$ cat src/hdl/mer_pkg.sv
// ----------------------------------------------------------------------------
// mer_pkg
// Shared types and constants of the midpoint ellipse rasterizer: engine
// states, item kinds, queue depth and sequencer step counts.
// ----------------------------------------------------------------------------
`default_nettype none

package mer_pkg;

  // item kinds carried in the func field
  localparam logic FUNC_START = 1'b0;
  localparam logic FUNC_STEP  = 1'b1;

  // command queue between front and engine (power of two)
  localparam int QUEUE_DEPTH = 2;

  // last sequencer step of the start setup and of the region 2 setup
  localparam logic [2:0] START_LAST_K = 3'd4;
  localparam logic [2:0] R2_LAST_K    = 3'd7;

  // index of the fourth symmetric point
  localparam logic [1:0] LAST_IDX = 2'd3;

  // update phase counter value once all decision updates are applied
  localparam logic [1:0] PH_DONE = 2'd3;

  // engine states
  typedef enum logic [1:0] {
    ST_IDLE,
    ST_START,
    ST_R2INIT,
    ST_EMIT
  } eng_state_t;

endpackage

`default_nettype wire

$ cat src/hdl/mer_front.sv
// ----------------------------------------------------------------------------
// mer_front
// Input stage: takes one transaction, squares both radii and holds the
// command until the queue has room for it.
// ----------------------------------------------------------------------------
`default_nettype none

module mer_front #(
  parameter int CB = 12,
  parameter int RB = 11,
  parameter int QW = 1 + 2 * CB + 5 * RB
) (
  input  wire logic          clk,
  input  wire logic          rst,
  input  wire logic          in_valid,
  output logic               in_stall,
  input  wire logic          func,
  input  wire logic [CB-1:0] center_x,
  input  wire logic [CB-1:0] center_y,
  input  wire logic [RB-1:0] radius_x,
  input  wire logic [RB-1:0] radius_y,
  input  wire logic          q_full,
  output logic               push,
  output logic [QW-1:0]      push_data
);

  logic              f_valid;
  logic              f_func;
  logic [CB-1:0]     f_cx;
  logic [CB-1:0]     f_cy;
  logic [RB-1:0]     f_ry;
  logic [2*RB-1:0]   f_rx2;
  logic [2*RB-1:0]   f_ry2;

  // hold the command while the queue is full
  assign in_stall = f_valid && q_full;
  assign push     = f_valid && !q_full;

  always_ff @(posedge clk) begin
    if (rst) begin
      f_valid <= 1'b0;
    end else if (!in_stall) begin
      f_valid <= in_valid;
    end
  end

  // capture and square the radii
  always_ff @(posedge clk) begin
    if (in_valid && !in_stall) begin
      f_func <= func;
      f_cx   <= center_x;
      f_cy   <= center_y;
      f_ry   <= radius_y;
      f_rx2  <= (2*RB)'(radius_x) * (2*RB)'(radius_x);
      f_ry2  <= (2*RB)'(radius_y) * (2*RB)'(radius_y);
    end
  end

  assign push_data = {f_func, f_cx, f_cy, f_ry, f_rx2, f_ry2};

endmodule

`default_nettype wire

$ cat src/hdl/mer_queue.sv
// ----------------------------------------------------------------------------
// mer_queue
// Small command queue that lets the front and the engine stall on their own.
// ----------------------------------------------------------------------------
`default_nettype none

module mer_queue #(
  parameter int QW = 8
) (
  input  wire logic          clk,
  input  wire logic          rst,
  input  wire logic          push,
  input  wire logic [QW-1:0] push_data,
  output logic               full,
  input  wire logic          pop,
  output logic               empty,
  output logic [QW-1:0]      head
);
  import mer_pkg::*;

  localparam int AW = (QUEUE_DEPTH > 1) ? $clog2(QUEUE_DEPTH) : 1;

  logic [QW-1:0] entries [QUEUE_DEPTH];
  logic [AW-1:0] wr_ptr;
  logic [AW-1:0] rd_ptr;
  logic [AW:0]   count;
  logic          do_push;
  logic          do_pop;

  assign full    = (count == (AW+1)'(QUEUE_DEPTH));
  assign empty   = (count == '0);
  assign do_push = push && !full;
  assign do_pop  = pop && !empty;
  assign head    = entries[rd_ptr];

  // pointers and fill count
  always_ff @(posedge clk) begin
    if (rst) begin
      wr_ptr <= '0;
      rd_ptr <= '0;
      count  <= '0;
    end else begin
      if (do_push) begin
        wr_ptr <= wr_ptr + 1'b1;
      end
      if (do_pop) begin
        rd_ptr <= rd_ptr + 1'b1;
      end
      if (do_push && !do_pop) begin
        count <= count + 1'b1;
      end else if (!do_push && do_pop) begin
        count <= count - 1'b1;
      end
    end
  end

  // storage
  always_ff @(posedge clk) begin
    if (do_push) begin
      entries[wr_ptr] <= push_data;
    end
  end

endmodule

`default_nettype wire

$ cat src/hdl/mer_engine.sv
// ----------------------------------------------------------------------------
// mer_engine
// Back end: walks the ellipse one position per step command, sets up both
// regions on a shared multiplier and emits the symmetric points through an
// output register.
// ----------------------------------------------------------------------------
`default_nettype none

module mer_engine #(
  parameter int CB = 12,
  parameter int RB = 11,
  parameter int QW = 1 + 2 * CB + 5 * RB
) (
  input  wire logic                 clk,
  input  wire logic                 rst,
  input  wire logic                 q_empty,
  input  wire logic [QW-1:0]        head,
  output logic                      pop,
  output logic                      out_valid,
  input  wire logic                 out_stall,
  output logic signed [CB+1:0]      point_x,
  output logic signed [CB+1:0]      point_y,
  output logic                      last_of_run,
  output logic                      finished
);
  import mer_pkg::*;

  localparam int PW = CB + 2;        // point width
  localparam int SW = 3 * RB + 3;    // slope term width
  localparam int DW = 4 * RB + 4;    // decision width
  localparam int XW = RB + 1;        // walk x width
  localparam int YW = RB + 1;        // walk y width, signed
  localparam int MW = 2 * RB + 4;    // multiplier operand width
  localparam logic signed [DW-1:0] HALF_Q = 2;
  localparam logic signed [DW-1:0] QBIAS  = 3;

  // head fields
  logic            h_func;
  logic [CB-1:0]   h_cx;
  logic [CB-1:0]   h_cy;
  logic [RB-1:0]   h_ry;
  logic [2*RB-1:0] h_rx2;
  logic [2*RB-1:0] h_ry2;

  // walk state
  eng_state_t             state;
  eng_state_t             state_next;
  logic [CB-1:0]          cx;
  logic [CB-1:0]          cy;
  logic [2*RB-1:0]        rx2;
  logic [2*RB-1:0]        ry2;
  logic [RB-1:0]          ry_l;
  logic [XW-1:0]          walk_x;
  logic signed [YW-1:0]   walk_y;
  logic signed [SW-1:0]   slope_x;
  logic signed [SW-1:0]   slope_y;
  logic signed [DW-1:0]   decision;
  logic                   in_region_two;
  logic                   done_flag;

  // sequencing
  logic [2:0]             k;
  logic [1:0]             ph;
  logic [1:0]             idx;
  logic                   moved;
  logic                   upd_r2;
  logic [PW-1:0]          xp;
  logic [PW-1:0]          xm;
  logic [PW-1:0]          yp;
  logic [PW-1:0]          ym;

  // multiplier
  logic [2*MW-1:0]        prod;
  logic [MW-1:0]          mul_a;
  logic [MW-1:0]          mul_b;
  logic                   mul_en;

  // decoded actions
  logic                   do_start;
  logic                   do_fin;
  logic                   do_plot;
  logic                   do_r2;

  // helper terms
  logic                   out_free;
  logic                   region_one_go;
  logic                   dec_neg;
  logic                   dec_pos;
  logic signed [SW-1:0]   rx2_x2;
  logic signed [SW-1:0]   ry2_x2;
  logic signed [DW-1:0]   rx2_d;
  logic signed [DW-1:0]   ry2_d;
  logic signed [DW-1:0]   ry2_x4;
  logic signed [DW-1:0]   prod_d;
  logic signed [DW-1:0]   prod_x4;
  logic [RB+1:0]          tx;
  logic signed [YW:0]     ty;
  logic [YW:0]            aty;
  logic [PW-1:0]          cxw;
  logic [PW-1:0]          cyw;
  logic [PW-1:0]          xw;
  logic [PW-1:0]          yw;
  logic [PW-1:0]          xp_c;
  logic [PW-1:0]          xm_c;
  logic [PW-1:0]          yp_c;
  logic [PW-1:0]          ym_c;

  // signed divide by four, rounding toward zero
  function automatic logic signed [DW-1:0] quarter(input logic signed [DW-1:0] v);
    logic signed [DW-1:0] adj;
    adj = v[DW-1] ? v + QBIAS : v;
    return adj >>> 2;
  endfunction

  assign {h_func, h_cx, h_cy, h_ry, h_rx2, h_ry2} = head;

  assign out_free      = !out_valid || !out_stall;
  assign region_one_go = slope_x < slope_y;
  assign dec_neg       = decision[DW-1];
  assign dec_pos       = !decision[DW-1] && (decision != '0);

  assign rx2_x2  = $signed({{(SW-2*RB-1){1'b0}}, rx2, 1'b0});
  assign ry2_x2  = $signed({{(SW-2*RB-1){1'b0}}, ry2, 1'b0});
  assign rx2_d   = $signed(DW'(rx2));
  assign ry2_d   = $signed(DW'(ry2));
  assign ry2_x4  = $signed({{(DW-2*RB-2){1'b0}}, ry2, 2'b00});
  assign prod_d  = $signed(prod[DW-1:0]);
  assign prod_x4 = $signed({prod[DW-3:0], 2'b00});

  // region 2 setup operands: 2x+1 and |y-1|
  assign tx  = {walk_x, 1'b1};
  assign ty  = $signed({walk_y[YW-1], walk_y}) - $signed((YW+1)'(1));
  assign aty = ty[YW] ? (YW+1)'(-ty) : (YW+1)'(ty);

  // symmetric points of the current walk position, wrapped to point width
  assign cxw  = PW'(cx);
  assign cyw  = PW'(cy);
  assign xw   = PW'(walk_x);
  assign yw   = PW'(walk_y);
  assign xp_c = cxw + xw;
  assign xm_c = cxw - xw;
  assign yp_c = cyw + yw;
  assign ym_c = cyw - yw;

  // multiplier operand select
  always_comb begin
    mul_en = 1'b0;
    mul_a  = '0;
    mul_b  = '0;
    case (state)
      ST_START: begin
        if (k == 3'd0) begin
          mul_en = 1'b1;
          mul_a  = MW'(rx2);
          mul_b  = MW'(ry_l);
        end
      end
      ST_R2INIT: begin
        case (k)
          3'd0: begin
            mul_en = 1'b1;
            mul_a  = MW'(tx);
            mul_b  = MW'(tx);
          end
          3'd1: begin
            mul_en = 1'b1;
            mul_a  = MW'(ry2);
            mul_b  = prod[MW-1:0];
          end
          3'd2: begin
            mul_en = 1'b1;
            mul_a  = MW'(aty);
            mul_b  = MW'(aty);
          end
          3'd3: begin
            mul_en = 1'b1;
            mul_a  = MW'(rx2);
            mul_b  = prod[MW-1:0];
          end
          3'd4: begin
            mul_en = 1'b1;
            mul_a  = MW'(rx2);
            mul_b  = MW'(ry2);
          end
          default: begin
            mul_en = 1'b0;
          end
        endcase
      end
      default: begin
        mul_en = 1'b0;
      end
    endcase
  end

  always_ff @(posedge clk) begin
    if (mul_en) begin
      prod <= mul_a * mul_b;
    end
  end

  // state register
  always_ff @(posedge clk) begin
    if (rst) begin
      state <= ST_IDLE;
    end else begin
      state <= state_next;
    end
  end

  // next state and dispatch of the queue head
  always_comb begin
    state_next = state;
    pop        = 1'b0;
    do_start   = 1'b0;
    do_fin     = 1'b0;
    do_plot    = 1'b0;
    do_r2      = 1'b0;
    case (state)
      ST_IDLE: begin
        if (!q_empty) begin
          if (h_func == FUNC_START) begin
            do_start   = 1'b1;
            pop        = 1'b1;
            state_next = ST_START;
          end else if (out_free) begin
            if (done_flag || (in_region_two && walk_y[YW-1])) begin
              do_fin = 1'b1;
              pop    = 1'b1;
            end else if (!in_region_two && !region_one_go) begin
              do_r2      = 1'b1;
              state_next = ST_R2INIT;
            end else begin
              do_plot    = 1'b1;
              pop        = 1'b1;
              state_next = ST_EMIT;
            end
          end
        end
      end
      ST_START: begin
        if (k == START_LAST_K) begin
          state_next = ST_IDLE;
        end
      end
      ST_R2INIT: begin
        if (k == R2_LAST_K) begin
          state_next = ST_IDLE;
        end
      end
      ST_EMIT: begin
        if (out_free && idx == LAST_IDX) begin
          state_next = ST_IDLE;
        end
      end
      default: begin
        state_next = ST_IDLE;
      end
    endcase
  end

  // walk datapath
  always_ff @(posedge clk) begin
    if (rst) begin
      done_flag     <= 1'b1;
      in_region_two <= 1'b0;
      k             <= '0;
      ph            <= PH_DONE;
      idx           <= '0;
    end else begin
      // new ellipse
      if (do_start) begin
        cx            <= h_cx;
        cy            <= h_cy;
        rx2           <= h_rx2;
        ry2           <= h_ry2;
        ry_l          <= h_ry;
        walk_x        <= '0;
        walk_y        <= $signed({1'b0, h_ry});
        slope_x       <= '0;
        in_region_two <= 1'b0;
        done_flag     <= 1'b0;
        k             <= '0;
      end

      // walk ended or nothing to draw
      if (do_fin) begin
        done_flag <= 1'b1;
      end

      if (do_r2) begin
        k <= '0;
      end

      // plot: keep the points, move the coordinates and slope terms now
      if (do_plot) begin
        xp     <= xp_c;
        xm     <= xm_c;
        yp     <= yp_c;
        ym     <= ym_c;
        idx    <= 2'd1;
        ph     <= '0;
        upd_r2 <= in_region_two;
        if (in_region_two) begin
          walk_y  <= walk_y - 1'b1;
          slope_y <= slope_y - rx2_x2;
          moved   <= !dec_pos;
          if (!dec_pos) begin
            walk_x  <= walk_x + 1'b1;
            slope_x <= slope_x + ry2_x2;
          end
        end else begin
          walk_x  <= walk_x + 1'b1;
          slope_x <= slope_x + ry2_x2;
          moved   <= !dec_neg;
          if (!dec_neg) begin
            walk_y  <= walk_y - 1'b1;
            slope_y <= slope_y - rx2_x2;
          end
        end
      end

      // decision update, one term per cycle while the points drain
      if (state == ST_EMIT) begin
        if (out_free) begin
          idx <= idx + 1'b1;
        end
        if (ph != PH_DONE) begin
          ph <= ph + 1'b1;
        end
        case (ph)
          2'd0: begin
            decision <= decision + (upd_r2 ? rx2_d : ry2_d);
          end
          2'd1: begin
            if (upd_r2) begin
              decision <= decision - DW'(slope_y);
            end else begin
              decision <= decision + DW'(slope_x);
            end
          end
          2'd2: begin
            if (moved) begin
              if (upd_r2) begin
                decision <= decision + DW'(slope_x);
              end else begin
                decision <= decision - DW'(slope_y);
              end
            end
          end
          default: begin
            decision <= decision;
          end
        endcase
      end

      // region 1 setup
      if (state == ST_START) begin
        k <= k + 1'b1;
        case (k)
          3'd1: begin
            slope_y  <= $signed({prod[SW-2:0], 1'b0});
            decision <= ry2_x4 + rx2_d;
          end
          3'd2: begin
            decision <= decision - prod_x4;
          end
          3'd3: begin
            decision <= decision + HALF_Q;
          end
          3'd4: begin
            decision <= quarter(decision);
          end
          default: begin
            decision <= decision;
          end
        endcase
      end

      // region 2 setup
      if (state == ST_R2INIT) begin
        k <= k + 1'b1;
        case (k)
          3'd2: begin
            decision <= prod_d;
          end
          3'd4: begin
            decision <= decision + prod_x4;
          end
          3'd5: begin
            decision <= decision - prod_x4;
          end
          3'd6: begin
            decision <= decision + HALF_Q;
          end
          3'd7: begin
            decision      <= quarter(decision);
            in_region_two <= 1'b1;
          end
          default: begin
            decision <= decision;
          end
        endcase
      end
    end
  end

  // output register
  always_ff @(posedge clk) begin
    if (rst) begin
      out_valid <= 1'b0;
    end else if (do_plot) begin
      out_valid <= 1'b1;
    end else if (do_fin) begin
      out_valid <= 1'b1;
    end else if (state == ST_EMIT && out_free) begin
      out_valid <= 1'b1;
    end else if (!out_stall) begin
      out_valid <= 1'b0;
    end
  end

  always_ff @(posedge clk) begin
    if (do_plot) begin
      point_x     <= xp_c;
      point_y     <= yp_c;
      last_of_run <= 1'b0;
      finished    <= 1'b0;
    end else if (do_fin) begin
      point_x     <= '0;
      point_y     <= '0;
      last_of_run <= 1'b1;
      finished    <= 1'b1;
    end else if (state == ST_EMIT && out_free) begin
      point_x     <= idx[0] ? xm : xp;
      point_y     <= idx[1] ? ym : yp;
      last_of_run <= (idx == LAST_IDX);
      finished    <= 1'b0;
    end
  end

endmodule

`default_nettype wire

$ cat src/hdl/midpoint_ellipse_rasterizer.sv
// ----------------------------------------------------------------------------
// midpoint_ellipse_rasterizer
// Midpoint ellipse walker producing four-way symmetric pixel positions.
// ----------------------------------------------------------------------------
// Usage:
//   Input channel (in_valid / in_stall) takes one transaction per command:
//   func = 0 starts an ellipse from center and radii and gives no result,
//   func = 1 advances the walk by one position.
//   Output channel (out_valid / out_stall) gives the results: four points per
//   plotting step, last_of_run set on the fourth, or one finished transaction
//   once the walk is over (also for a step before any start).
// Flow:
//   The first point of a step passes the input register, the command queue
//   and the output register. A plotting step sends one point per cycle
//   through the output register while out_stall is low; a start makes one
//   multiply on the shared multiplier plus the quarter-unit setup, and the
//   one step that crosses into region 2 adds setup on the same multiplier.
//   A two-entry command queue behind the input register keeps the input open
//   while the engine is busy.
// Reset and stall:
//   Synchronous reset empties the queue and output register and leaves the
//   block with nothing to draw. While out_stall is high the pending point
//   holds and point output waits; the input stalls only once the queue fills.
// ----------------------------------------------------------------------------
`default_nettype none

module midpoint_ellipse_rasterizer #(
  parameter int COORD_BITS  = 12,
  parameter int RADIUS_BITS = 11
) (
  input  wire logic                      clk,
  input  wire logic                      rst,
  input  wire logic                      in_valid,
  output logic                           in_stall,
  input  wire logic                      func,
  input  wire logic [COORD_BITS-1:0]     center_x,
  input  wire logic [COORD_BITS-1:0]     center_y,
  input  wire logic [RADIUS_BITS-1:0]    radius_x,
  input  wire logic [RADIUS_BITS-1:0]    radius_y,
  output logic                           out_valid,
  input  wire logic                      out_stall,
  output logic signed [COORD_BITS+1:0]   point_x,
  output logic signed [COORD_BITS+1:0]   point_y,
  output logic                           last_of_run,
  output logic                           finished
);

  localparam int QW = 1 + 2 * COORD_BITS + 5 * RADIUS_BITS;

  logic          q_full;
  logic          q_empty;
  logic          push;
  logic          pop;
  logic [QW-1:0] push_data;
  logic [QW-1:0] head;

  // front: capture and square
  mer_front #(
    .CB (COORD_BITS),
    .RB (RADIUS_BITS),
    .QW (QW)
  ) u_front (
    .clk       (clk),
    .rst       (rst),
    .in_valid  (in_valid),
    .in_stall  (in_stall),
    .func      (func),
    .center_x  (center_x),
    .center_y  (center_y),
    .radius_x  (radius_x),
    .radius_y  (radius_y),
    .q_full    (q_full),
    .push      (push),
    .push_data (push_data)
  );

  // command queue
  mer_queue #(
    .QW (QW)
  ) u_queue (
    .clk       (clk),
    .rst       (rst),
    .push      (push),
    .push_data (push_data),
    .full      (q_full),
    .pop       (pop),
    .empty     (q_empty),
    .head      (head)
  );

  // back: walk and emit
  mer_engine #(
    .CB (COORD_BITS),
    .RB (RADIUS_BITS),
    .QW (QW)
  ) u_engine (
    .clk         (clk),
    .rst         (rst),
    .q_empty     (q_empty),
    .head        (head),
    .pop         (pop),
    .out_valid   (out_valid),
    .out_stall   (out_stall),
    .point_x     (point_x),
    .point_y     (point_y),
    .last_of_run (last_of_run),
    .finished    (finished)
  );

endmodule

`default_nettype wire
$ cat config.mk
export PLATFORM = sky130hd
export DESIGN_NAME = midpoint_ellipse_rasterizer
export DESIGN_NICKNAME = d
export VERILOG_FILES = /design/src/hdl/mer_pkg.sv /design/src/hdl/mer_front.sv /design/src/hdl/mer_queue.sv /design/src/hdl/mer_engine.sv /design/src/hdl/midpoint_ellipse_rasterizer.sv
export SDC_FILE = /design/constraint.sdc
export NUM_CORES = 2
export LEC_CHECK = 0
export BUFFER_PORTS_ARGS = -buffer_cell sky130_fd_sc_hd__buf_2
export CORE_UTILIZATION = 45
export DETAILED_ROUTE_END_ITERATION = 16
export PLACE_DENSITY = 0.72
export SETUP_SLACK_MARGIN = 0.3
export SLEW_MARGIN = 5
export SYNTH_ARGS = -nofsm -noshare
export SYNTH_HDL_FRONTEND = slang
export SYNTH_SLANG_ARGS = --single-unit
$ cat constraint.sdc
create_clock -name clk -period 10.8 [get_ports clk]
set_input_delay 1.08 -clock clk [delete_from_list [all_inputs] [get_ports clk]]
set_output_delay 1.08 -clock clk [all_outputs]
set_load 0.01 [all_outputs]
Word level (Yosys, flattened, before mapping)

Memories as Yosys holds them, arrays and structs flattened. A register that Yosys moved wholly into a read port is not among the register bits.
Index checks and enable logic that the tools add are counted.

Register bits after elaboration: 456
Memory bits (writable): 160
Bits of input ports: 51
Output and inout bits: 32
Logic and storage cells: 246
Memories: 1

Add/sub/neg operators: 25
Multipliers: 3
Order comparisons: 1
Equality and inequality tests: 25
Mux-type cells: 108
Bitwise logic cells: 1
Reductions and logical operators: 44

Memory list:

| memory          | depth | width | read ports | clocked after memory_dff | write ports | RTL line        | RTL |
|---|---|---|---|---|---|---|---|
| u_queue.entries | 2     | 80    | 1          | 1                        | 1           | mer_queue.sv:23 | `logic [QW-1:0] entries [QUEUE_DEPTH];` |

Operators by type and width:

| operator              | count |
|---|---|
| $mux 48               | 7 |
| $mux 36               | 9 |
| $pmux 48 s5           | 1 |
| $pmux 48 s4           | 1 |
| $pmux 48 s3           | 1 |
| $mux 14               | 8 |
| $pmux 26 s4           | 1 |
| $add 48x3->48 const B | 2 |
| $add 48x48->48        | 2 |
| $mux 12               | 8 |
| $pmux 22 s4           | 1 |
| $pmux 26 s2           | 1 |
| $add 48x36->48        | 1 |
| $mul 22x26->48        | 1 |
| $reduce_bool 48->1    | 1 |
| $sub 48x36->48        | 1 |
| $sub 48x48->48        | 1 |
| $mul 11x11->22        | 2 |
| $mux 1                | 44 |
| $mux 22               | 2 |
| $pmux 22 s2           | 1 |
| $add 36x24->36        | 1 |
| $lt 36x36->1          | 1 |
| $sub 36x24->36        | 1 |
| 44 further kinds      | 108 |

Depth between registers and ports, before layout

Depth after elaboration: 13
Mapped depth: 40
Gate-level depth less buffers: 37

Hierarchy

Synthesis repeated with hierarchy kept, for this count alone.

Cells, all modules: 8078
Area, all modules: 72942.5 sq um

Modules (own cells, without submodules):

| module     | instances | cells each | area each (sq um) | seq. area each (sq um) |
|---|---|---|---|---|
| mer_engine | 1         | 6943       | 57943.1           | 10850.4 |
| mer_front  | 1         | 861        | 9031.2            | 2332.2 |
| mer_queue  | 1         | 274        | 5968.2            | 4904.7 |

Worst setup path after synthesis

No wires, ideal clock.

Path kind: reg2reg
Start: register u_engine.k[2]
End: register u_engine.prod[45], data pin
Library setup time: 0.274 ns
Arrival time: 8.766 ns
Required time: 10.526 ns
Path slack: 1.760 ns
Stages on the path, launching flop included: 36
Buffers on the path: 6
Period minus slack after synthesis: 9.040 ns
Path through: dfxtp_1 -> buf_4 -> clkinv_1 -> clkbuf_1 -> buf_1 -> ha_1 -> clkinv_1 -> o21ai_1 -> clkbuf_1 -> clkbuf_1 -> nand2_1 -> a21oi_1 -> clkbuf_1 -> nand2_1 -> fa_1 -> inv_1 -> fa_1 -> inv_1 -> fa_1 -> inv_1 -> fa_1 -> fa_1 -> fa_1 -> fa_1 -> ha_1 -> a21o_1 -> a21o_1 -> o21bai_1 -> a21oi_1 -> nor2_1 -> a211o_1 -> a21oi_1 -> o21ai_0 -> a31oi_1 -> o41ai_1 -> xor2_1

Longest elaborated chain between the ends: 5
Elaborated cells between the ends (all ways): 14
Those cells by class: mul (1); eq/ne (4); mux (6); reduce/logical (3)

RTL lines:

| element                                    | RTL line          | RTL |
|---|---|---|
| start, declared                            | mer_engine.sv:62  | `logic [2:0] k;` |
| start signal, assigned                     | mer_engine.sv:359 | `k <= k + 1'b1;` |
| start signal, assigned                     | mer_engine.sv:382 | `k <= k + 1'b1;` |
| $eq 3x2->1 (tied with other cells)         | mer_engine.sv:159 | `case (k)` |
| $reduce_or 2->1 (no source line)           | n/a               |  |
| $pmux 22 s4 or $pmux 26 s4 (tied branches) | mer_engine.sv:159 |  |
| $pmux 22 s2 or $pmux 26 s2 (tied branches) | mer_engine.sv:150 | `case (state)` |
| $mul 22x26->48 (*)                         | mer_engine.sv:198 | `prod <= mul_a * mul_b;` |
| end signal, assigned                       | mer_engine.sv:198 |  |
| end, declared                              | mer_engine.sv:73  | `logic [2*MW-1:0] prod;` |

Mark *: on every way between the ends. The rest lies on a longest branch, timed or not.
A chain may end at the register's enable or synchronous reset.

Worst setup path in the final report

Start: register u_engine.walk_y[1]
End: register u_engine.prod[45], data pin

Longest elaborated chain between the ends: 6
Elaborated cells between the ends (all ways): 8
Those cells by class: add/sub (2); mul (1); mux (5)

RTL lines:

| element                                    | RTL line          | RTL |
|---|---|---|
| start, declared                            | mer_engine.sv:54  | `logic signed [YW-1:0] walk_y;` |
| start signal, assigned                     | mer_engine.sv:279 | `walk_y <= $signed({1'b0, h_ry});` |
| start signal, assigned                     | mer_engine.sv:305 | `walk_y <= walk_y - 1'b1;` |
| start signal, assigned                     | mer_engine.sv:317 | `walk_y <= walk_y - 1'b1;` |
| $sub 12x2->13 (*)                          | mer_engine.sv:132 | `assign ty = $signed({walk_y[YW-1], walk_y}) - $signed((YW+1)'(1));` |
| $neg 13->13                                | mer_engine.sv:133 | `assign aty = ty[YW] ? (YW+1)'(-ty) : (YW+1)'(ty);` |
| $mux 13 (*)                                | mer_engine.sv:133 |  |
| $pmux 22 s4 or $pmux 26 s4 (tied branches) | mer_engine.sv:159 |  |
| $pmux 22 s2 or $pmux 26 s2 (tied branches) | mer_engine.sv:150 |  |
| $mul 22x26->48 (*)                         | mer_engine.sv:198 |  |

Marked as above.

==> results.py <==
metrics = {
    "place": {
        "post_dp_cell_area_um2": 74600,
        "gp_congestion": 1.02,
        "io_buffers": 82,
        "pre_cts_ws_ps": 694,
        "post-dp-hpwl_mm": 216,
        "place_inst": 9871,
    },
    "synth": {
        "syn_area_um2": 71600,
        "syn_avg_cell_area_um2": 9.03,
        "synth_top_flop_cell": "edfxtp_1",
        "ys_ff_latch": 600,
        "synth_edf_count": 580,
        "ys_warn_count": 0,
        "async_reset_ff_frac": 0,
        "seq_area_frac_synth": 0.249,
        "syn_nets": 9235,
        "netlist_instances": 7930,
        "synth_cell_types": 108,
    },
    "drt": {
        "drt-initial-drc-count": 5756,
        "dr_total_vias": 61400,
        "routed_wl_mm": 273,
        "drt_pass1_iterations": 7,
        "wl_per_cell_um": 27.3,
        "drc": 0,
        "detail-route-antenna-nets": 0,
        "via_per_inst": 6.13,
    },
    "power": {
        "power_density_nw_per_um2": 184,
        "seqPwrFrac": 0.272,
        "clkPwrFrac": 0.182,
        "p_comb_frac": 0.546,
        "leakagePower_nw": 33.1,
        "intPower_w": 0.00747,
        "p_sw_w": 0.00669,
        "ir_drop_uv": 213,
        "swShare": 0.473,
    },
    "worst_setup_path": {
        "start_kind": "flip-flop",
        "path_class": "flip-flop to flip-flop",
        "end_kind": "flip-flop",
        "r2r_start": "u_engine.walk_y[1]$_DFFE_PN_",
        "critPathMaxFanout": 11,
        "arrival_ps": 10590,
        "reg2reg_depth": 35,
        "reg2reg_slack_ps": 660,
        "max_stage_delay_ps": 550,
        "reg2reg_to": "u_engine.prod[45]$_DFFE_PP_",
        "cpMostUsedCell": "fa_1",
        "required_ps": 11250,
        "cp_slowest_cell": "and2_1",
    },
    "floorplan": {
        "die-area_um2": 161000,
        "io_pins": 83,
        "rows": 146,
        "initial_core_util": 0.453,
        "dieWidth_um": 401,
        "fp.dieH_um": 401,
        "core_area_um2": 158000,
    },
    "layout": {
        "fin_util": 0.487,
        "fillCellCount": 14900,
        "stdcell_area_um2": 77100,
        "drive_above_1_share": 0.0736,
        "fin_nets": 9183,
        "final_cell_mix": "928 x inv_1, 860 x nand2_1, 642 x ha_1",
        "instances_no_fill": 10000,
        "area_growth_pct": 7.61,
        "final_common_cell": "inv_1",
    },
    "clock_network": {
        "hold_buffers": 0,
        "cts_root_buf": "clkbuf_16",
        "clockBufferDepth": 3,
        "clock_latency_ps": 740,
        "cts-htree-levels": 3,
        "cts_made_buffers": 73,
        "cts_tree": "yes",
        "clk_pin_slew_ps": 70,
        "clock_sinks": 600,
    },
    "sta": {
        "max_slew_margin": -0.0720,
        "final_max_slew_viol_count": 3,
        "period_needed_ps": 10140,
        "skew_ps": 49.2,
        "tightest_slew_ps": 1600,
        "setup_viol": 0,
        "period_share": 0.939,
        "rsz0062_at_grt": "no",
        "layout_setup_ws_ps": 656,
        "tns_ps": 0,
        "fmax_mhz": 98.6,
        "hold_viol_final": 0,
    },
    "min_path": {
        "min-delay-start": "u_front.f_ry2[19]$_DFFE_PP_",
        "holdPathStages": 0,
        "min_to": "u_queue.entries[1][19]$_DFFE_PP_",
        "min_path_type": "flip-flop to flip-flop",
    },
    "grt": {
        "grt_pass1_wl_mm": 401,
        "antenna_found_initial": 9,
        "grt_max_degree": 63,
        "grt_usage": 0.335,
        "grt_pass1_vias": 61400,
        "grt_overflow": 0,
    },
    "status": {
        "violations": "capacitance limit, slew limit",
        "status": "finished, violations left",
    },
    "run": {
        "maxCapViolCount": 1,
    },
}
## layout make-up
cell class,instances,area (um^2),share of cell area
antenna,4,10.0,0.000130
clock buffer,82,1860,0.0241
clock inverter,52,616,0.00798
inverter,940,3530,0.0458
multi-input combinational,5999,48900,0.634
sequential,600,17800,0.231
tap,2072,2590,0.0336
timing repair buffer,264,1800,0.0234
## critical path, delay by kind of cell, from the launching register on
| family | cells | cell delay, ps |
|---|---|---|
| adders and majority gates | 9 | 3460 |
| AOI/OAI and AO/OA | 12 | 3390 |
| and+or+nand+nor | 7 | 1690 |
| buffers and inverters | 5 | 590 |
| DFF | 1 | 450 |
| xor gates and xnor gates | 2 | 220 |
## flip-flops by register name (all words and copies together) (netlist names), 20 cells and up, named ones only
register and count:
u_engine.slope_x 36, u_queue.entries 154, u_engine.ry2 20, u_engine.prod 48
u_front.f_ry2 21, u_engine.decision 48, u_front.f_rx2 21, u_engine.rx2 21
u_engine.slope_y 35
## worst max path at each step
stage	depth (start not counted)	slack [ps]	startpoint	endpoint
floorplan	35	1760	u_engine.k[2]$_SDFFE_PP0P_	u_engine.prod[45]$_DFFE_PP_
global placement	35	750	u_engine.walk_y[1]$_DFFE_PN_	u_engine.prod[45]$_DFFE_PP_
detailed placement	35	690	u_engine.walk_y[1]$_DFFE_PN_	u_engine.prod[45]$_DFFE_PP_
CTS	35	610	u_engine.walk_y[1]$_DFFE_PN_	u_engine.prod[45]$_DFFE_PP_
global route	34	300	u_engine.walk_y[1]$_DFFE_PN_	u_engine.prod[45]$_DFFE_PP_
finish	35	660	u_engine.walk_y[1]$_DFFE_PN_	u_engine.prod[45]$_DFFE_PP_
## per-stage QoR
stage | hold slack [ps] | power, W
floorplan | 421 | 0.00876
global placement | 421 | 0.0112
detailed placement | 430 | 0.0114
CTS | 423 | 0.0140
global route | 432 | 0.0149
finish | 426 | 0.0142
## timing repair
| action | CTS | global route |
|---|---|---|
| gates resized for setup | 0 | 3 |
| setup buffers | 0 | 4 |
| setup endpoints to repair | 0 | 9 |
## per-layer routing
layer / global-route usage / wire length, um / vias up
met4: 0.215 / 20300 / 6
met2: 0.536 / 124000 / 2831
li1: - / - / 27400
met3: 0.0691 / 23100 / 811
met5: 0 / 40 / -
met1: 0.410 / 106000 / 30400
## power groups by stage
stage               sequential, W  combinational (W)  clock [W]
finish                    0.00385            0.00773    0.00257
global route              0.00386            0.00835    0.00269
CTS                       0.00382            0.00757    0.00261
detailed placement        0.00387            0.00752          0
global placement          0.00385            0.00739          0
floorplan                 0.00355            0.00521          0
## Yosys cell counts, types with 71 or more instances
| cell | n | area share |
|---|---|---|
| a21o_1 | 175 | 0.018 |
| inv_1 | 930 | 0.049 |
| xor2_1 | 174 | 0.021 |
| nand2_1 | 862 | 0.045 |
| clkbuf_1 | 315 | 0.017 |
| edfxtp_1 | 580 | 0.24 |
| o21ai_0 | 327 | 0.023 |
| ha_1 | 643 | 0.11 |
| and2_1 | 114 | 0.010 |
| nand4_1 | 74 | 0.0065 |
| nand3_1 | 177 | 0.012 |
| nor3_1 | 107 | 0.0075 |
| mux2_2 | 104 | 0.016 |
| fa_1 | 611 | 0.17 |
| nor2_1 | 597 | 0.031 |
| and3_1 | 71 | 0.0062 |
| xnor2_1 | 314 | 0.038 |
| a21oi_1 | 481 | 0.034 |
## logic make-up after synthesis
family / after synthesis / synth area share
and+or+nand+nor: 2267 / 0.144
AOI/OAI and AO/OA: 1832 / 0.170
buffers and inverters: 1331 / 0.0708
adders and majority gates: 1254 / 0.283
DFF: 600 / 0.249
xor gates and xnor gates: 488 / 0.0597
muxes: 157 / 0.0238
other: 1 / 0.0000523
No activity file was read; power rests on OpenSTA's default activity.
